File: src/rtl/core/rsc_pkg.sv
// ----------------------------------------------------------------------------
// rsc_pkg
// Shared widths, configuration and queue item types for the rotated sprite
// compositor.
// ----------------------------------------------------------------------------
package rsc_pkg;

    localparam int SPRITE_DIM_DEF = 64;
    localparam int FRAME_SIZE_DEF = 4096;

    localparam int BYTE_W     = 8;
    localparam int PIX_W      = 12;
    localparam int ADDR_W     = 12;
    localparam int TEXEL_W    = 4 * BYTE_W;
    localparam int COLOR_W    = 3 * BYTE_W;
    localparam int CFG_IDX_W  = 3;
    localparam int CFG_DATA_W = 17;
    localparam int DELTA_W    = 18;
    localparam int PROD_W     = 34;
    localparam int SUM_W      = 36;
    localparam int FRAC_Q     = 18;

    localparam int Q_DEPTH = 4;
    localparam int QAW     = $clog2(Q_DEPTH);
    localparam int QCW     = $clog2(Q_DEPTH + 1);

    typedef enum logic [CFG_IDX_W-1:0] {
        REG_COS_A      = 3'd0,
        REG_SIN_A      = 3'd1,
        REG_CENTER_X   = 3'd2,
        REG_CENTER_Y   = 3'd3,
        REG_SPRITE_W   = 3'd4,
        REG_SPRITE_H   = 3'd5,
        REG_ALPHA_MODE = 3'd6,
        REG_ENABLE     = 3'd7
    } t_reg_idx;

    typedef struct packed {
        logic signed [15:0] cos_a;
        logic signed [15:0] sin_a;
        logic signed [16:0] center_x;
        logic signed [16:0] center_y;
        logic [6:0]         sprite_w;
        logic [6:0]         sprite_h;
        logic               alpha_mode;
        logic               enable;
    } t_cfg;

    // queue entry: one classified item
    typedef struct packed {
        logic                       kind;
        logic                       wr_ok;
        logic [ADDR_W-1:0]          texel_addr;
        logic [TEXEL_W-1:0]         texel;
        logic                       draw;
        logic signed [DELTA_W-1:0]  dx;
        logic signed [DELTA_W-1:0]  dy;
        logic [COLOR_W-1:0]         dest;
    } t_item;

endpackage

File: src/rtl/core/rsc_fifo.sv
// ----------------------------------------------------------------------------
// rsc_fifo
// Short show-ahead queue of classified items between front and back.
// ----------------------------------------------------------------------------
module rsc_fifo (
    input  logic                   i_clk,
    input  logic                   i_rst_n,
    input  logic                   i_push,
    input  rsc_pkg::t_item         i_item,
    output logic                   o_full,
    input  logic                   i_pop,
    output logic                   o_valid,
    output rsc_pkg::t_item         o_item,
    output logic [rsc_pkg::QCW-1:0] o_count
);
    import rsc_pkg::*;

    t_item          r_mem [Q_DEPTH];
    logic [QAW-1:0] r_wr, n_wr;
    logic [QAW-1:0] r_rd, n_rd;
    logic [QCW-1:0] r_count, n_count;
    logic           w_push;
    logic           w_pop;

    assign o_full  = (r_count == QCW'(Q_DEPTH));
    assign o_valid = (r_count != '0);
    assign o_item  = r_mem[r_rd];
    assign o_count = r_count;
    assign w_push  = i_push && !o_full;
    assign w_pop   = i_pop && o_valid;

    always_comb begin
        n_wr    = w_push ? r_wr + 1'b1 : r_wr;
        n_rd    = w_pop ? r_rd + 1'b1 : r_rd;
        n_count = r_count + QCW'(w_push) - QCW'(w_pop);
    end

    always_ff @(posedge i_clk) begin
        if (!i_rst_n) begin
            r_wr    <= '0;
            r_rd    <= '0;
            r_count <= '0;
        end else begin
            r_wr    <= n_wr;
            r_rd    <= n_rd;
            r_count <= n_count;
        end
    end

    always_ff @(posedge i_clk) begin
        if (w_push) begin
            r_mem[r_wr] <= i_item;
        end
    end
endmodule

File: config.mk
export PLATFORM = sky130hd
export DESIGN_NAME = rsc_fifo
export DESIGN_NICKNAME = d
export VERILOG_FILES = /design/src/rtl/core/rsc_pkg.sv /design/src/rtl/core/rsc_fifo.sv
export SDC_FILE = /design/constraint.sdc
export NUM_CORES = 1
export LEC_CHECK = 0
export ABC_CLOCK_PERIOD_IN_PS = 5400
export BUFFER_PORTS_ARGS = -buffer_cell sky130_fd_sc_hd__buf_2
export CORE_MARGIN = 2
export CORE_UTILIZATION = 40
export DETAILED_ROUTE_END_ITERATION = 8
export PLACE_DENSITY_LB_ADDON = 0.2
export SYNTH_ARGS = -nofsm -noshare
export SYNTH_HDL_FRONTEND = slang
export SYNTH_SLANG_ARGS = --single-unit
File: constraint.sdc
create_clock -name i_clk -period 5.4 [get_ports i_clk]
set_input_delay 0.27 -clock i_clk [delete_from_list [all_inputs] [get_ports i_clk]]
set_output_delay 0.27 -clock i_clk [all_outputs]
set_load 0.01 [all_outputs]
==> results of run 1 <==
-- sequential cells by signal, summed over array words and instances, names as in the netlist, named ones only --
name / flops
r_wr: 2
r_rd: 2
o_count: 3
r_mem: 428
-- cells in the mapped netlist, drive strengths merged --
master	n
xnor2	4
mux4	107
and2	7
fa	1
nor3b	1
or3	1
o311ai	1
inv	5
nor2b	4
mux2i	2
edfxtp	428
buf	17
dfxtp	9
o31a	1
clkbuf	9
ha	6
nand2	4
-- metal layers --
layer / vias up / share of wire / routed length (um)
met1: 3874 / 0.45 / 14400
met4: 0 / 0.018 / 581
met3: 51 / 0.064 / 2040
met5: - / 0 / 0
met2: 205 / 0.46 / 14700
li1: 3329 / - / -
-- timing repair --
| action | in CTS | in global routing |
|---|---|---|
| endpoints found under the setup margin | 0 | 0 |
| hold buffers | 107 | 0 |
| endpoints found under the hold margin | 428 | 0 |
-- cells by family after synthesis --
logic type	Yosys count	synth area share
adder cells (fa/ha/maj)	7	0.00598
AO/OA/AOI/OAI	2	0.00110
buffers and inverters	31	0.0116
AND/OR/NAND/NOR	17	0.00614
XOR/XNOR	4	0.00220
multiplexers	109	0.153
flip-flops	437	0.820
-- layout make-up --
| cell class | count | area share |
|---|---|---|
| Antenna cell | 1 | 0.000124 |
| Sequential cell | 437 | 0.647 |
| Timing Repair Buffer | 338 | 0.114 |
| Clock inverter | 28 | 0.0120 |
| Tap cell | 525 | 0.0326 |
| Inverter | 5 | 0.000931 |
| Multi-Input combinational cell | 139 | 0.133 |
| Clock buffer | 56 | 0.0600 |
-- worst min-delay path, delay by kind of cell --
family | cells | cell delay [ns]
and+or+nand+nor | 1 | 0.08
muxes | 1 | 0.05
buffers and inverters | 1 | 0.16
-- stage by stage --
step                      cell area [um^2]  power (W)  cells  hold slack [ns]
after floorplan                      15900    0.00554    607            0.369
after global placement               17600    0.00626   1337            0.485
after detailed placement             17600    0.00627   1337            0.489
after CTS                            20200    0.00939   1528          0.00307
after global routing                 20200    0.00966   1529           0.0386
final                                20200    0.00924   1529           0.0419
-- worst paths after layout --
check                      endpoint  depth (start not counted)
max                      o_item[45]                          3
min            r_wr[0]$_SDFFE_PN0P_                          3
min reg2reg    r_wr[0]$_SDFFE_PN0P_                          2
max reg2reg  r_mem[2][11]$_DFFE_PP_                          4
-- power groups by stage --
stage / Clock [W] / Combinational, W / Sequential [W]
2_1_floorplan: 0 / 0.00126 / 0.00427
3_3_place_gp: 0 / 0.00192 / 0.00434
3_5_place_dp: 0 / 0.00192 / 0.00435
4_1_cts: 0.00312 / 0.00199 / 0.00428
5_1_grt: 0.00325 / 0.00209 / 0.00431
6_report: 0.00304 / 0.00193 / 0.00427
==> results.md, run 1 <==
- Grt ovf: 0
- Layout cells sized above 1: 0.406
- Antenna Nets Post-Route: 0
- P&R area growth vs syn: 26.8%
- Tcrit/Tclk final: 0.557
- Worst r2r src: o_count[1]$_SDFF_PN0_
- Fin util: 0.511
- Port Buffers: 222
- Cts repair resizes: 0
- Internal Pwr Total: 0.00683 W
- Fillers: 3,232
- Pin count of the biggest net entering global routing: 65
- Met1 usage: 0.214
- Slew of the pin with the lowest slew margin: 1.05 ns
- Starting Density: 0.403
- CP delay by family, top: flip-flops
- Root buffer cell: clkbuf_16
- RSZ-0062 raised after global routing: false
- Clock insertion delay at the later pin of the skew report: 0.56 ns
- GR Util met2: 0.241
- Logic gate share of total power: 0.209
- CP Cell Sequence: buf_4, mux4_2, buf_2
- H-Tree Depth: 2
- Clk buf depth: 3
- Worst path bufs/invs: 2
- CTS tree: yes
- HP Start: i_rst_n
- Max FO, Critical Path: 32
- Maximum clock rate: 332 MHz
- PwrDens: 459 nW/um^2
- Clk network pwr share: 0.329
- TritonRoute pass-1 iters: 4
- Area of the multi-input gates: 2690 um^2
- Post-CTS Setup Bufs: 0
- Die X: 203 um
- Antenna violations before repair: 1
- 1st-iter DRT viols: 434
- Most frequent cells in the layout: edfxtp_1 (428), buf_2 (222), mux4_2 (107), dlygate4sd3_1 (107), clkbuf_16 (47)
- Most area-hungry cell type in the Yosys netlist: edfxtp_1
- Status: complete, no violations
- Crit Path Class: reg -> out
- NetSw: 0.00241 W
- Req. time, crit path: 5.13 ns
- Most common cell after layout, fill and taps aside: edfxtp_1
- Gpl congestion: 0.697
- DRT Wirelength: 31.7 mm
- CP Launch Type: register
- Grt met3 use: 0.0492
- Post-synthesis instance area: 15,900 um^2
- Critical Path Sink Type: output pin
- Tmin final: 3.01 ns
- Die height: 203 um
- Clk slew on worst S/H paths: 0.06 ns
- Yosys cell types: 19
- Worst hold path type: in -> reg
- Seq pwr share: 0.462
- Top Ports: 223
- Worst path arrival time: 2.74 ns
- Die ar.: 41,300 um^2
- Drt wl/cell: 20.8 um
- Via-to-Cell Ratio: 4.88
- Sw Share: 0.261
- Syn avg cell area: 26.2 um^2
- Mapped Cells: 607
- Total number of yosys warnings: 0
- Final Hold Vio Count: 0
- CTS buffer count: 46
- Reg2reg setup slack: 2.48 ns
- Global Route Usage Sum: 0.155
- Post-DP HPWL: 18.2 mm
- Peak supply drop: 0.000291 V
- Core area: 39,500 um^2
- Area contributors post-synth: edfxtp_1 (81%), mux4_2 (15%), dfxtp_1 (1.1%)
- Vias in the first global route: 8,029
- Area occupied by registers: 13,000 um^2
- Synth top area share: 0.809
- Static Leakage: 6.80 nW
- First-pass GRT wire length: 47.7 mm
- Fin. max-slew vios: 0
- Synthesized Nets: 725
- Via count: 7,459
- # DRC: 0
- CP max stage delay: 0.79 ns
- Max stage delay cell, worst path: dfxtp_4
- Grt peak-use layer: met2
- Layout Nets: 1,085
- Worst slew margin: 0.301
- Place WS: 2.38 ns
- Clock skew: 0.0161 ns
- Yosys reg bits: 437
- Sequential area share after synthesis: 0.820
- Final worst slack: 2.39 ns
- Sink Count: 437
- Row count: 73
- Final-report setup violation count: 0
- Setup TNS: 0 ns
- Total of max-cap violations: 0
Note: power is estimated with default switching activity, not from simulation.
==> run 2: changes to the inputs <==
--- a/config.mk
+++ b/config.mk
@@ -5,7 +5,7 @@
 export SDC_FILE = /design/constraint.sdc
 export NUM_CORES = 1
 export LEC_CHECK = 0
-export ABC_CLOCK_PERIOD_IN_PS = 5400
+export ABC_CLOCK_PERIOD_IN_PS = 2650
 export BUFFER_PORTS_ARGS = -buffer_cell sky130_fd_sc_hd__buf_2
 export CORE_MARGIN = 2
 export CORE_UTILIZATION = 40
==> constraint.sdc (replaced) <==
create_clock -name i_clk -period 2.65 [get_ports i_clk]
set_input_delay 0.1325 -clock i_clk [delete_from_list [all_inputs] [get_ports i_clk]]
set_output_delay 0.1325 -clock i_clk [all_outputs]
set_load 0.01 [all_outputs]
==> run 2 against run 1 <==
Critical path depth unchanged. Worst hold slack got worse by 0.0027 ns. Die area stayed put. Flip-flop and latch count stayed put. First-iteration DRC count shrank 21%. Clock-buffer cell count increased by 4. Final cell count increased by 0.65%. Non-clock buffer count grew 13. Global-route usage down 0.29 points. Sequential power increased by 100%. Sequential share of layout area decreased by 0.56 points.
==> results.md, run 2 (same netlist as run 1, synthesis figures left out) <==
- Status: complete, no violations
- RSZ-0062 raised after global routing: false
- Reg2reg setup slack: 0.40 ns
- Placed cell areas: 17,800 um^2
- Post-CTS Setup Bufs: 0
- P&R area growth vs syn: 27.9%
- Core area: 39,500 um^2
- Antenna violations before repair: 1
- Clock skew: 0.0120 ns
- Tmin final: 2.40 ns
- Placed cell count: 1,349
- Die ar.: 41,300 um^2
- 1st-iter DRT viols: 343
- Clk slew on worst S/H paths: 0.06 ns
- Req. time, crit path: 2.52 ns
- Critical Path Sink Type: output pin
- RR Endpoint: o_count[2]$_SDFF_PN0_
- Final Hold Vio Count: 0
- Clk buf depth: 3
- Drt wl/cell: 20.1 um
- Die height: 203 um
- Worst path arrival time: 2.27 ns
- Die X: 203 um
- Static Leakage: 6.87 nW
- Fin util: 0.515
- Grt ovf: 0
- Max FO, Critical Path: 29
- # DRC: 0
- Crit Path Class: reg -> out
- Via count: 7,579
- Hold WS: 0.0392 ns
- Final Instance Count excl. Fillers: 1,539
- Most frequent cells in the layout: edfxtp_1 (428), buf_2 (222), dlygate4sd3_1 (108)
- Root buffer cell: clkbuf_16
- R2R depth: 11
- Final-report setup violation count: 0
- Most common cell after layout, fill and taps aside: edfxtp_1
- Sink Count: 437
- Maximum clock rate: 417 MHz
- CTS tree: yes
- Biggest register: r_mem
- Slew of the pin with the lowest slew margin: 0.482 ns
- Post-DP HPWL: 17.6 mm
- Worst r2r src: o_count[2]$_SDFF_PN0_
- Clock insertion delay at the later pin of the skew report: 0.56 ns
- Port Buffers: 222
- CTS buffer count: 46
- Antenna Nets Post-Route: 0
- Top Ports: 223
- Starting Density: 0.403
- Worst slew margin: 0.679
- Fin. max-slew vios: 0
- Post-route cell area: 20,300 um^2
- Vias in the first global route: 8,136
- Max FFs per register: 428
- Worst hold path type: in -> reg
- Layout cells sized above 1: 0.411
- CP Launch Type: register
- DRT Wirelength: 30.9 mm
- Global Route Usage Sum: 0.152
- Total of max-cap violations: 0
- Tcrit/Tclk final: 0.905
- Hold depth: 4
- Peak supply drop: 0.000568 V
- Pin count of the biggest net entering global routing: 69
- Layout Nets: 1,098
- TritonRoute pass-1 iters: 4
- First-pass GRT wire length: 47.5 mm
- Setup crit end: o_item[88]
- Via-to-Cell Ratio: 4.92
- H-Tree Depth: 2
- Gpl congestion: 0.676
- PwrDens: 921 nW/um^2
- Row count: 73
run 2: final cells by class:
| cell class | count | area, um^2 |
|---|---|---|
| multi-input cells | 139 | 2690 |
| clock inverters | 21 | 158 |
| clock buffers | 60 | 1240 |
| repair buffers | 351 | 2520 |
| fillers | 3181 | 19100 |
| inverters | 5 | 18.8 |
| flip-flops and latches | 437 | 13000 |
| well taps | 525 | 657 |
| diodes | 1 | 2.50 |
run 2: layer usage:
| layer | vias up | track usage | wire (um) |
|---|---|---|---|
| met5 | - | 0 | 0 |
| li1 | 3369 | - | - |
| met1 | 3964 | 0.207 | 13800 |
| met4 | 0 | 0.0521 | 619 |
| met3 | 40 | 0.0404 | 1870 |
| met2 | 206 | 0.240 | 14600 |
run 2: worst min-delay path by stage:
stage / startpoint / slack, ns / end
CTS: i_pop / 0.004 / r_rd[0]$_SDFFE_PN0P_
detailed placement: i_item[63] / 0.35 / r_mem[2][63]$_DFFE_PP_
global route: i_pop / 0.07 / register
global placement: i_item[5] / 0.35 / r_mem[3][5]$_DFFE_PP_
finish: i_pop / 0.04 / register
floorplan: i_item[0] / 0.23 / r_mem[0][0]$_DFFE_PP_
run 2: worst max-delay path, cell delays in order (launching register included):
cell and delay [ns]:
dfxtp_4 0.65, buf_12 0.32, mux4_2 0.55, buf_2 0.16
run 2: report_power, final:
| part | total [W] | internal [W] | switching [W] |
|---|---|---|---|
| registers | 0.00862 | 0.00837 | 0.000246 |
| clock network | 0.00597 | 0.00349 | 0.00248 |
| logic | 0.00413 | 0.00205 | 0.00208 |
run 2: per-stage QoR:
step	power (W)	TNS [ns]	worst slack [ns]
after floorplan	0.0112	-56.17	-0.131
after global placement	0.0129	0	0.445
after detailed placement	0.0129	0	0.396
after CTS	0.0191	0	0.147
after global routing	0.0196	0	0.0819
final	0.0187	0	0.251
run 2: repair_timing:
action                    4_1_cts  5_1_grt
hold endpoints to repair      437        0
gates resized for setup         0        0
hold buffers                  108        0
