## src/rtl/core/rsc_pkg.sv

```systemverilog
// ----------------------------------------------------------------------------
// rsc_pkg
// Shared widths, configuration and queue item types for the rotated sprite
// compositor.
// ----------------------------------------------------------------------------
package rsc_pkg;

    localparam int SPRITE_DIM_DEF = 64;
    localparam int FRAME_SIZE_DEF = 4096;

    localparam int BYTE_W     = 8;
    localparam int PIX_W      = 12;
    localparam int ADDR_W     = 12;
    localparam int TEXEL_W    = 4 * BYTE_W;
    localparam int COLOR_W    = 3 * BYTE_W;
    localparam int CFG_IDX_W  = 3;
    localparam int CFG_DATA_W = 17;
    localparam int DELTA_W    = 18;
    localparam int PROD_W     = 34;
    localparam int SUM_W      = 36;
    localparam int FRAC_Q     = 18;

    localparam int Q_DEPTH = 4;
    localparam int QAW     = $clog2(Q_DEPTH);
    localparam int QCW     = $clog2(Q_DEPTH + 1);

    typedef enum logic [CFG_IDX_W-1:0] {
        REG_COS_A      = 3'd0,
        REG_SIN_A      = 3'd1,
        REG_CENTER_X   = 3'd2,
        REG_CENTER_Y   = 3'd3,
        REG_SPRITE_W   = 3'd4,
        REG_SPRITE_H   = 3'd5,
        REG_ALPHA_MODE = 3'd6,
        REG_ENABLE     = 3'd7
    } t_reg_idx;

    typedef struct packed {
        logic signed [15:0] cos_a;
        logic signed [15:0] sin_a;
        logic signed [16:0] center_x;
        logic signed [16:0] center_y;
        logic [6:0]         sprite_w;
        logic [6:0]         sprite_h;
        logic               alpha_mode;
        logic               enable;
    } t_cfg;

    // queue entry: one classified item
    typedef struct packed {
        logic                       kind;
        logic                       wr_ok;
        logic [ADDR_W-1:0]          texel_addr;
        logic [TEXEL_W-1:0]         texel;
        logic                       draw;
        logic signed [DELTA_W-1:0]  dx;
        logic signed [DELTA_W-1:0]  dy;
        logic [COLOR_W-1:0]         dest;
    } t_item;

endpackage

```

## src/rtl/core/rsc_if.sv

```systemverilog
// ----------------------------------------------------------------------------
// rsc_if
// Channel interfaces: pixel/texel input, result output, register writes.
// ----------------------------------------------------------------------------
interface rsc_pix_if;
    import rsc_pkg::*;
    logic                valid;
    logic                ready;
    logic                kind;
    logic [ADDR_W-1:0]   texel_addr;
    logic [BYTE_W-1:0]   texel_b;
    logic [BYTE_W-1:0]   texel_g;
    logic [BYTE_W-1:0]   texel_r;
    logic [BYTE_W-1:0]   texel_a;
    logic [PIX_W-1:0]    pixel_x;
    logic [PIX_W-1:0]    pixel_y;
    logic [BYTE_W-1:0]   dest_b;
    logic [BYTE_W-1:0]   dest_g;
    logic [BYTE_W-1:0]   dest_r;

    modport source (
        output valid, kind, texel_addr, texel_b, texel_g, texel_r, texel_a,
               pixel_x, pixel_y, dest_b, dest_g, dest_r,
        input  ready
    );
    modport sink (
        input  valid, kind, texel_addr, texel_b, texel_g, texel_r, texel_a,
               pixel_x, pixel_y, dest_b, dest_g, dest_r,
        output ready
    );
endinterface


```

## src/rtl/core/rsc_front.sv

```systemverilog
// ----------------------------------------------------------------------------
// rsc_front
// Accepts input items, classifies them and forms the centred offsets.
// ----------------------------------------------------------------------------
module rsc_front #(
    parameter int SPRITE_DIM = rsc_pkg::SPRITE_DIM_DEF,
    parameter int FRAME_SIZE = rsc_pkg::FRAME_SIZE_DEF
) (
    input  logic            i_clk,
    input  logic            i_rst_n,
    input  rsc_pkg::t_cfg   i_cfg,
    rsc_pix_if.sink         i_pix,
    output logic            o_push,
    output rsc_pkg::t_item  o_item,
    input  logic            i_full
);
    import rsc_pkg::*;

    localparam int STORE_DEPTH = SPRITE_DIM * SPRITE_DIM;

    logic  r_valid, n_valid;
    t_item r_item, n_item;
    logic  w_accept;

    assign i_pix.ready = !r_valid || !i_full;
    assign w_accept    = i_pix.valid && i_pix.ready;
    assign o_push      = r_valid;
    assign o_item      = r_item;

    always_comb begin
        n_item.kind       = i_pix.kind;
        n_item.texel_addr = i_pix.texel_addr;
        n_item.wr_ok      = (32'(i_pix.texel_addr) < STORE_DEPTH);
        n_item.texel      = {i_pix.texel_a, i_pix.texel_r, i_pix.texel_g, i_pix.texel_b};
        n_item.draw       = i_pix.kind && i_cfg.enable
                            && (32'(i_pix.pixel_x) < FRAME_SIZE)
                            && (32'(i_pix.pixel_y) < FRAME_SIZE)
                            && (i_cfg.sprite_w != '0) && (i_cfg.sprite_h != '0);
        n_item.dx         = $signed({2'b00, i_pix.pixel_x, 4'b0000})
                            - DELTA_W'(i_cfg.center_x);
        n_item.dy         = $signed({2'b00, i_pix.pixel_y, 4'b0000})
                            - DELTA_W'(i_cfg.center_y);
        n_item.dest       = {i_pix.dest_r, i_pix.dest_g, i_pix.dest_b};
        n_valid           = w_accept || (r_valid && i_full);
    end

    always_ff @(posedge i_clk) begin
        if (!i_rst_n) begin
            r_valid <= 1'b0;
        end else begin
            r_valid <= n_valid;
        end
    end

    always_ff @(posedge i_clk) begin
        if (w_accept) begin
            r_item <= n_item;
        end
    end
endmodule

```

## src/flat_wrapper.sv

```systemverilog
// flat-port wrapper written by rule: the top's interface ports become plain ports
module rsc_front_flat import rsc_pkg::*;
#(
    parameter int SPRITE_DIM = rsc_pkg::SPRITE_DIM_DEF,
    parameter int FRAME_SIZE = rsc_pkg::FRAME_SIZE_DEF
)
  (i_clk, i_rst_n, i_cfg, o_push, o_item, i_full, i_pix_valid, i_pix_kind, i_pix_texel_addr, i_pix_texel_b, i_pix_texel_g, i_pix_texel_r, i_pix_texel_a, i_pix_pixel_x, i_pix_pixel_y, i_pix_dest_b, i_pix_dest_g, i_pix_dest_r, i_pix_ready);
  rsc_pix_if i_pix_i ();
  input  logic i_clk;
  input  logic i_rst_n;
  input  rsc_pkg::t_cfg i_cfg;
  output logic o_push;
  output rsc_pkg::t_item o_item;
  input  logic i_full;
  input wire logic [$bits(i_pix_i.valid)-1:0] i_pix_valid;
  input wire logic [$bits(i_pix_i.kind)-1:0] i_pix_kind;
  input wire logic [$bits(i_pix_i.texel_addr)-1:0] i_pix_texel_addr;
  input wire logic [$bits(i_pix_i.texel_b)-1:0] i_pix_texel_b;
  input wire logic [$bits(i_pix_i.texel_g)-1:0] i_pix_texel_g;
  input wire logic [$bits(i_pix_i.texel_r)-1:0] i_pix_texel_r;
  input wire logic [$bits(i_pix_i.texel_a)-1:0] i_pix_texel_a;
  input wire logic [$bits(i_pix_i.pixel_x)-1:0] i_pix_pixel_x;
  input wire logic [$bits(i_pix_i.pixel_y)-1:0] i_pix_pixel_y;
  input wire logic [$bits(i_pix_i.dest_b)-1:0] i_pix_dest_b;
  input wire logic [$bits(i_pix_i.dest_g)-1:0] i_pix_dest_g;
  input wire logic [$bits(i_pix_i.dest_r)-1:0] i_pix_dest_r;
  output wire logic [$bits(i_pix_i.ready)-1:0] i_pix_ready;
  assign i_pix_i.valid = i_pix_valid;
  assign i_pix_i.kind = i_pix_kind;
  assign i_pix_i.texel_addr = i_pix_texel_addr;
  assign i_pix_i.texel_b = i_pix_texel_b;
  assign i_pix_i.texel_g = i_pix_texel_g;
  assign i_pix_i.texel_r = i_pix_texel_r;
  assign i_pix_i.texel_a = i_pix_texel_a;
  assign i_pix_i.pixel_x = i_pix_pixel_x;
  assign i_pix_i.pixel_y = i_pix_pixel_y;
  assign i_pix_i.dest_b = i_pix_dest_b;
  assign i_pix_i.dest_g = i_pix_dest_g;
  assign i_pix_i.dest_r = i_pix_dest_r;
  assign i_pix_ready = i_pix_i.ready;
  rsc_front #(.SPRITE_DIM(SPRITE_DIM), .FRAME_SIZE(FRAME_SIZE)) u_core (.i_clk(i_clk), .i_rst_n(i_rst_n), .i_cfg(i_cfg), .i_pix(i_pix_i), .o_push(o_push), .o_item(o_item), .i_full(i_full));
endmodule
```

## config.mk

```make
export PLATFORM = sky130hd
export DESIGN_NAME = rsc_front_flat
export DESIGN_NICKNAME = d
export VERILOG_FILES = /design/src/rtl/core/rsc_pkg.sv /design/src/rtl/core/rsc_if.sv /design/src/rtl/core/rsc_front.sv /design/src/flat_wrapper.sv
export SDC_FILE = /design/constraint.sdc
export NUM_CORES = 1
export LEC_CHECK = 0
export BUFFER_PORTS_ARGS = -buffer_cell sky130_fd_sc_hd__buf_2
export CORE_MARGIN = 10
export CORE_UTILIZATION = 44
export CTS_CLUSTER_SIZE = 40
export DETAILED_ROUTE_END_ITERATION = 12
export PLACE_DENSITY_LB_ADDON = 0.2
export SLEW_MARGIN = 15
export SYNTH_ARGS = -nofsm -noshare
export SYNTH_HDL_FRONTEND = slang
export SYNTH_SLANG_ARGS = --single-unit
export TNS_END_PERCENT = 30
```

## constraint.sdc

```tcl
create_clock -name i_clk -period 4.73 [get_ports i_clk]
set_input_delay 0.946 -clock i_clk [delete_from_list [all_inputs] [get_ports i_clk]]
set_output_delay 0.946 -clock i_clk [all_outputs]
set_load 0.005 [all_outputs]
```

==> results of run 1 <==
-- synthesized netlist by cell type (2+ instances only) --
| library cell | number |
|---|---|
| sky130_fd_sc_hd__edfxtp_1 | 106 |
| sky130_fd_sc_hd__inv_1 | 32 |
| sky130_fd_sc_hd__ha_1 | 26 |
| sky130_fd_sc_hd__a21oi_1 | 22 |
| sky130_fd_sc_hd__nand2_1 | 19 |
| sky130_fd_sc_hd__nor2_1 | 18 |
| sky130_fd_sc_hd__xnor2_1 | 14 |
| sky130_fd_sc_hd__o21ai_0 | 9 |
| sky130_fd_sc_hd__xor2_1 | 9 |
| sky130_fd_sc_hd__nand2b_1 | 7 |
| sky130_fd_sc_hd__nor2b_1 | 6 |
| sky130_fd_sc_hd__nor3_1 | 6 |
| sky130_fd_sc_hd__nand3_1 | 5 |
| sky130_fd_sc_hd__and2_1 | 4 |
| sky130_fd_sc_hd__o211ai_1 | 4 |
| sky130_fd_sc_hd__a211o_1 | 3 |
| sky130_fd_sc_hd__clkbuf_1 | 3 |
| sky130_fd_sc_hd__nor4_1 | 3 |
| sky130_fd_sc_hd__o21a_1 | 3 |
| sky130_fd_sc_hd__o221ai_1 | 3 |
| sky130_fd_sc_hd__a211oi_1 | 2 |
| sky130_fd_sc_hd__a21boi_0 | 2 |
| sky130_fd_sc_hd__a21o_1 | 2 |
| sky130_fd_sc_hd__a311o_1 | 2 |
| sky130_fd_sc_hd__a311oi_1 | 2 |
| sky130_fd_sc_hd__a31o_2 | 2 |
| sky130_fd_sc_hd__and3_1 | 2 |
| sky130_fd_sc_hd__and4_1 | 2 |
| sky130_fd_sc_hd__o31ai_1 | 2 |
-- through the flow --
step                      power, mW  std cells
after detailed placement      1.553        735
after CTS                     2.133        751
after global placement        1.540        735
after global routing          2.218        751
after floorplan               1.366        345
final                         2.110        751
-- flip-flops by register name, indices dropped and copies added (netlist names) --
signal	count
u_core.o_item	106
u_core.o_push	1
-- worst register-to-register path: stages, from the launching register on --
cell	delay [ps]
sky130_fd_sc_hd__dfxtp_1	330
sky130_fd_sc_hd__nand2_1	80
sky130_fd_sc_hd__and2_4	670
sky130_fd_sc_hd__buf_4	500
-- kinds of logic (layout without fill, tap and decap cells) --
| group | count (synthesis) | in the layout |
|---|---|---|
| other | 1 | 1 |
| buffers and inverters | 37 | 303 |
| AOI/OAI and AO/OA | 68 | 68 |
| adders and majority gates | 26 | 26 |
| xor gates and xnor gates | 23 | 23 |
| and+or+nand+nor | 82 | 82 |
| muxes | 1 | 1 |
| DFF | 107 | 107 |
-- metal layers --
layer	vias up	track usage, %
li1	1818	-
met1	1747	19.85
met2	173	31.36
met3	9	5.617
met4	0	4.524
met5	-	0
-- worst max-delay path by stage --
stage                              to  slack [ps]
finish              u_core.o_item[37]        2000
global route        u_core.o_item[57]        1920
CTS                 u_core.o_item[37]        2050
detailed placement  u_core.o_item[37]        1660
global placement    u_core.o_item[37]        1720
floorplan            u_core.o_item[0]         770
-- cell type report --
type / instances / area, sq um / area share [%]
Clock buffer: 10 / 137.6 / 2.135
Multi-Input combinational cell: 201 / 1459 / 22.63
Clock inverter: 6 / 71.32 / 1.106
Tap cell: 140 / 175.2 / 2.717
Timing Repair Buffer: 255 / 1281 / 19.87
Inverter: 32 / 120.1 / 1.863
Sequential cell: 107 / 3203 / 49.68
-- power by group through the flow --
stage	clock network, mW	logic, mW	registers, mW
after detailed placement	0	0.379	1.17
after global placement	0	0.369	1.17
after floorplan	0	0.175	1.19
final	0.584	0.375	1.15
after global routing	0.645	0.416	1.16
after CTS	0.600	0.380	1.15
==> run summary, run 1 <==
Result of the run -> complete, no violations
Gate family responsible for the most delay along the worst path -> compound AO/OA/AOI/OAI gates
Number of cells on the worst reg-to-reg path -> 3
Worst Path Buf+Inv -> 1
Capturing point of the worst reg2reg path -> u_core.o_item[10]
Iteration count of the initial detailed-routing pass -> 5
Cell type contributing the most total cell area after synthesis -> sky130_fd_sc_hd__edfxtp_1
Worst setup margin -> 2004 ps
Antenna violations before repair -> 0
Maximum buffer depth of the clock tree -> 2
Combinational cell fraction of total power -> 17.8%
CTS Root Buffer Type -> sky130_fd_sc_hd__clkbuf_8
Final net count -> 811
Final global-route overflow total -> 0
Xor and xnor area share after synthesis -> 4.195%
Area enclosed by the die boundary -> 15,490 sq um
Area share of the leading cell type in the synthesized netlist -> 66.28%
Shortest clock period the worst path allows after layout -> 2726 ps
Launch point of the worst hold path -> u_core.o_push
Type of element launching the critical path -> input pin
Fin Clk Skew -> 5.271 ps
Commonest cells after routing, fill and taps aside -> sky130_fd_sc_hd__buf_2, sky130_fd_sc_hd__edfxtp_1, sky130_fd_sc_hd__inv_1
Final weighted congestion of routability-driven global placement -> 0.8492
Crit path arrival time -> 2840 ps
Number of cells on the critical path -> 7
Final worst-path cycle share -> 57.62%
Count of antenna-violating nets left after detailed routing -> 0
Worst max-slew margin expressed relative to the limit -> 45.69%
Timing startpoint of the critical path -> i_pix_pixel_y[3]
Metal2 WL -> 7429 um
Global-route wire length before repair -> 21,340 um
Boundary pin count -> 288
Sequential share of power -> 54.6%
Fillcell total -> 905
Wirelength per Cell -> 19.12 um
Final standard cell utilization of the core -> 60.00%
Simple-Gate Fraction of Synth Area -> 9.458%
Wire length on met1 -> 5654 um
Core Footprint -> 10,750 sq um
Final HPWL from detailed placement -> 12,010 um
Critical Path Max Stage Delay -> 570 ps
Later-pin clock latency in the skew report -> 360 ps
Synthesis-to-finish area growth -> 34.26%
Share of post-route cells with drive strength above 1 -> 46.15%
N_diodes -> 0
Die Width -> 124.5 um
Clock tree from TritonCTS -> done
Overall track demand over capacity in global routing -> 17.62%
Buffers added on ports -> 253
Part of the power in the clock network -> 27.7%
Placed instance area -> 6238 sq um
Initial core utilization -> 44.69%
Minimum hold slack -> 551.4 ps
Final sum of negative setup slack -> 0 ps
Final max-slew violation count -> 0
Most common library cell in the layout ignoring fill and taps -> sky130_fd_sc_hd__buf_2
Design internal power -> 1.574 mW
Count of hold buffers inserted by post-cts repair -> 0
Area of all placed cells without fillers -> 6447 sq um
Number of gates resized after cts -> 0
Leakage power total -> 2.912 nW
Worst Tran Pin Value -> 814.6 ps
Die Ht -> 124.5 um
Max cap viols -> 0
Detailed-route via count -> 3,747
Maximum level of the CTS H-tree -> 3
Reg2reg start -> u_core.o_push
Yosys warning total -> 0
Hold Path Cell Cnt -> 2
Kind of path behind the tightest hold check -> flop to flop
Final routed wirelength across all metal layers -> 14,360 um
Required time at the endpoint of the critical path -> 4850 ps
Mux share of post-synthesis cell area -> 0.2084%
Distinct cell type count after synthesis -> 54
Detailed-route vias per instance -> 4.989
DRC -> 0
Top routing layer in use -> met4
Synthesized-area fraction occupied by adder cells -> 6.774%
Final Hold Fails -> 0
Endpoint of the worst hold path -> u_core.o_push
Starting DRT DRC Count -> 228
Syn nets -> 550
Ordered cell list for the critical path -> buf_2, ha_1, o211ai_1, a21oi_1, a21boi_0, o221ai_1, a311o_1
Register bit total from synthesis -> 107
Mean Syn Cell Area -> 13.92 sq um
Cells after Synth -> 345
Worst slack, placed -> 1661 ps
Clock sinks -> 107
Standard cell with the maximum stage delay on the critical path -> sky130_fd_sc_hd__a21boi_0
FMAX -> 366.9 MHz
Wire length on met3 -> 1117 um
Number of enable-type register cells in the synthesized netlist -> 106
Post-synthesis async set-or-reset flop share -> 0%
Maximum fanout count along the critical path -> 6
Reg2reg setup slack -> 2820 ps
Switching part of the total power -> 25.42%
RSZ-0062 raised after global routing -> false
Largest cells by area after synthesis -> sky130_fd_sc_hd__edfxtp_1, sky130_fd_sc_hd__ha_1, sky130_fd_sc_hd__xnor2_1
Endpoint type of the worst setup path -> flop
Part of the Yosys area used for sequential elements -> 66.70%
Cell area after synthesis -> 4802 sq um
Top FF cell, synth -> sky130_fd_sc_hd__edfxtp_1
Via count of the first global-routing pass -> 3,652
Pin count of the biggest net entering global routing -> 62
Power per cell area -> 327.3 nW/um^2
Peak supply drop -> 143.2 uV
Type of the worst setup path -> input pin to flop
Combinational family with the most area after synthesis -> compound AO/OA/AOI/OAI gates
Cts bufs inserted -> 9
Net Sw Power -> 0.5363 mW
Synthesized-area fraction occupied by ao, oa, aoi and oai cells -> 9.614%
Setup-failing EPs final -> 0
Number of standard-cell rows in the floorplan -> 38
Setup Buffers After CTS -> 0
CTS clock-pin slew for the worst setup and hold paths -> 100 ps
Note: power is estimated with default switching activity, not from simulation.
==> run 2, diff against run 1 <==
- ABC_AREA: default -> 1
- CORE_UTILIZATION: 44 -> 45
- clock period: 4.73 -> 2.6 ns (I/O delays scaled with it)
==> run 2 against run 1 <==
- cell count up 28%
- sequential share of layout area down 5.1 points
- power up 100%
- core utilization up 2.4 points
==> run summary, run 2 <==
Cts bufs inserted -> 9 (unchanged)
Result of the run -> complete, no violations (unchanged)
Detailed-route via count -> 4,531 (was 3,747)
Antenna violations before repair -> 5 (was 0)
Reg area -> 3203 sq um (unchanged)
Synthesis-to-finish area growth -> 34.85% (was 34.26%)
Launch point of the worst hold path -> i_pix_texel_a[1] (was u_core.o_push)
Worst Tran Pin Value -> 624.2 ps (was 814.6 ps)
Cell area after synthesis -> 5328 sq um (was 4802 sq um)
Distinct cell type count after synthesis -> 24 (was 54)
Die Ht -> 128.8 um (was 124.5 um)
Final worst-path cycle share -> 62.16%
FMAX -> 618.8 MHz
Endpoint of the worst hold path -> u_core.o_item[86] (was u_core.o_push)
Count of hold buffers inserted by post-cts repair -> 0 (unchanged)
Die Width -> 128.8 um (was 124.5 um)
Clock tree from TritonCTS -> done (unchanged)
Cells after Synth -> 543 (was 345)
CTS Root Buffer Type -> sky130_fd_sc_hd__clkbuf_16 (was sky130_fd_sc_hd__clkbuf_8)
Pin count of the biggest net entering global routing -> 33 (was 62)
Fin Clk Skew -> 5.290 ps (was 5.271 ps)
Worst slack, placed -> 612.6 ps (was 1661 ps)
DRC -> 0 (unchanged)
Minimum hold slack -> 341.3 ps (was 551.4 ps)
Most numerous cell in the Yosys netlist -> sky130_fd_sc_hd__nand2_1 (was sky130_fd_sc_hd__edfxtp_1)
Crit path arrival time -> 1730 ps (was 2840 ps)
Required time at the endpoint of the critical path -> 2710 ps (was 4850 ps)
Area share of the leading cell type in the synthesized netlist -> 59.75% (was 66.28%)
Endpoint type of the worst setup path -> flop (unchanged)
Setup Buffers After CTS -> 0 (unchanged)
Number of flip-flops in the largest register -> 106 (unchanged)
Max cap viols -> 0 (unchanged)
Number of gates resized after cts -> 0 (unchanged)
Peak supply drop -> 290.6 uV (was 143.2 uV)
Count of antenna-violating nets left after detailed routing -> 0 (unchanged)
Final HPWL from detailed placement -> 13,380 um (was 12,010 um)
Clock sinks -> 107 (unchanged)
Iteration count of the initial detailed-routing pass -> 4 (was 5)
RSZ-0062 raised after global routing -> false (unchanged)
Syn nets -> 748 (was 550)
Reg2reg start -> u_core.o_push (unchanged)
Kind of path behind the tightest hold check -> input pin to flop (was flop to flop)
Shortest clock period the worst path allows after layout -> 1616 ps
Final max-slew violation count -> 0 (unchanged)
Cell type contributing the most total cell area after synthesis -> sky130_fd_sc_hd__edfxtp_1 (unchanged)
Initial core utilization -> 46.26% (was 44.69%)
Number of cells on the worst reg-to-reg path -> 2 (was 3)
Number of enable-type register cells in the synthesized netlist -> 106 (unchanged)
Starting DRT DRC Count -> 344 (was 228)
Mean Syn Cell Area -> 9.811 sq um (was 13.92 sq um)
Most used standard cells in the synthesized netlist -> sky130_fd_sc_hd__nand2_1, sky130_fd_sc_hd__edfxtp_1, sky130_fd_sc_hd__inv_1, sky130_fd_sc_hd__nand3_1, sky130_fd_sc_hd__nor2_1 (was sky130_fd_sc_hd__edfxtp_1, sky130_fd_sc_hd__inv_1, sky130_fd_sc_hd__ha_1, sky130_fd_sc_hd__a21oi_1, sky130_fd_sc_hd__nand2_1)
Commonest cells after routing, fill and taps aside -> sky130_fd_sc_hd__buf_2, sky130_fd_sc_hd__nand2_1, sky130_fd_sc_hd__edfxtp_1 (was sky130_fd_sc_hd__buf_2, sky130_fd_sc_hd__edfxtp_1, sky130_fd_sc_hd__inv_1)
Final weighted congestion of routability-driven global placement -> 0.8850 (was 0.8492)
Worst max-slew margin expressed relative to the limit -> 58.29% (was 45.69%)
Share of post-route cells with drive strength above 1 -> 37.62% (was 46.15%)
Part of the Yosys area used for sequential elements -> 60.12% (was 66.70%)
Hold Path Cell Cnt -> 1 (was 2)
Wirelength per Cell -> 16.52 um (was 19.12 um)
Detailed-route vias per instance -> 4.705 (was 4.989)
Final global-route overflow total -> 0 (unchanged)
Type of element launching the critical path -> input pin (unchanged)
Capturing point of the worst reg2reg path -> u_core.o_item[47] (was u_core.o_item[10])
Later-pin clock latency in the skew report -> 350 ps (was 360 ps)
Area enclosed by the die boundary -> 16,590 sq um (was 15,490 sq um)
Multi-input combinational cell area -> 1704 sq um (was 1459 sq um)
Number of standard-cell rows in the floorplan -> 39 (was 38)
Core Footprint -> 11,520 sq um (was 10,750 sq um)
Largest cells by area after synthesis -> sky130_fd_sc_hd__edfxtp_1, sky130_fd_sc_hd__nand2_1, sky130_fd_sc_hd__inv_1 (was sky130_fd_sc_hd__edfxtp_1, sky130_fd_sc_hd__ha_1, sky130_fd_sc_hd__xnor2_1)
CTS clock-pin slew for the worst setup and hold paths -> 70 ps (was 100 ps)
Register bit total from synthesis -> 107 (unchanged)
Boundary pin count -> 288 (unchanged)
Fillcell total -> 995 (was 905)
Post-synthesis async set-or-reset flop share -> 0% (unchanged)
Setup-failing EPs final -> 0 (unchanged)
Final net count -> 1,016 (was 811)
Maximum buffer depth of the clock tree -> 2 (unchanged)
Final routed wirelength across all metal layers -> 15,910 um (was 14,360 um)
Worst setup margin -> 984.0 ps (was 2004 ps)
Reg2reg setup slack -> 1100 ps (was 2820 ps)
Overall track demand over capacity in global routing -> 18.63% (was 17.62%)
Via count of the first global-routing pass -> 4,412 (was 3,652)
Maximum fanout count along the critical path -> 4 (was 6)
Most common library cell in the layout ignoring fill and taps -> sky130_fd_sc_hd__buf_2 (unchanged)
Power per cell area -> 593.4 nW/um^2 (was 327.3 nW/um^2)
Maximum level of the CTS H-tree -> 3 (unchanged)
Global-route wire length before repair -> 24,040 um (was 21,340 um)
Final Hold Fails -> 0 (unchanged)
Yosys warning total -> 0 (unchanged)
Top FF cell, synth -> sky130_fd_sc_hd__edfxtp_1 (unchanged)
Type of the worst setup path -> input pin to flop (unchanged)
Leakage power total -> 3.728 nW (was 2.912 nW)
Buffers added on ports -> 253 (unchanged)
## run 2: cell families (layout without fill, tap and decap cells)
family / after synthesis / after routing / synth area share (%)
other: 1 / 5 / 0.07039
AO/OA/AOI/OAI: 19 / 19 / 2.067
XOR/XNOR: 14 / 14 / 2.302
buffers and inverters: 114 / 387 / 8.103
flip-flops: 107 / 107 / 60.12
AND/OR/NAND/NOR: 262 / 262 / 21.23
adder cells (fa/ha/maj): 26 / 26 / 6.106
## run 2: worst max-delay path by stage
stage                           startpoint                 to  slack, ps  depth (start not counted)
final                     i_pix_pixel_y[2]  u_core.o_item[40]        980                         10
after global routing             i_cfg[21]  u_core.o_item[39]        860                         11
after CTS                 i_pix_pixel_y[1]  u_core.o_item[39]       1000                         10
after detailed placement  i_pix_pixel_y[1]  u_core.o_item[39]        610                         10
after global placement    i_pix_pixel_x[1]  u_core.o_item[57]        660                         10
after floorplan                     i_full   u_core.o_item[0]       -100                          1
## run 2: through the flow
| step | util [%] | instance area [sq um] | instances | power [mW] | TNS [ps] |
|---|---|---|---|---|---|
| floorplan | - | 5341 | 543 | 2.525 | -11070 |
| global placement | 59.63 | 6867 | 943 | 2.869 | 0 |
| detailed placement | 59.63 | 6867 | 943 | 2.893 | 0 |
| CTS | 62.30 | 7174 | 959 | 4.320 | 0 |
| global route | 62.30 | 7174 | 959 | 4.473 | 0 |
| finish | 62.39 | 7184 | 963 | 4.263 | 0 |
## run 2: power breakdown
group | switching, mW | internal [mW] | total, mW
Combinational | 0.441 | 0.320 | 0.761
Clock | 0.649 | 0.766 | 1.42
Sequential | 0.0293 | 2.06 | 2.09
Total | 1.12 | 3.14 | 4.26
## run 2: critical path: stages
cell and delay (ps):
sky130_fd_sc_hd__buf_2 100, sky130_fd_sc_hd__ha_1 340, sky130_fd_sc_hd__nand2_1 150, sky130_fd_sc_hd__inv_1 70, sky130_fd_sc_hd__a21oi_1 140, sky130_fd_sc_hd__nand2_1 120, sky130_fd_sc_hd__nand2_1 120, sky130_fd_sc_hd__nand2_1 60
sky130_fd_sc_hd__nand2_1 60, sky130_fd_sc_hd__nand2_1 40
## run 2: final cells by class
type | count | area share [%]
well taps | 143 | 2.490
clock inverters | 7 | 1.149
flip-flops and latches | 107 | 44.58
diodes | 4 | 0.1393
clock buffers | 9 | 3.135
repair buffers | 258 | 18.84
inverters | 113 | 5.939
multi-input cells | 322 | 23.72
## run 2: routing by layer
layer | track usage (%) | vias to the layer above | part of all wire [%]
li1 | - | 2283 | -
met1 | 21.35 | 2048 | 39
met2 | 31.92 | 179 | 50
met3 | 7.187 | 17 | 9.7
met4 | 5.084 | 4 | 1.1
met5 | 0 | - | 0.16
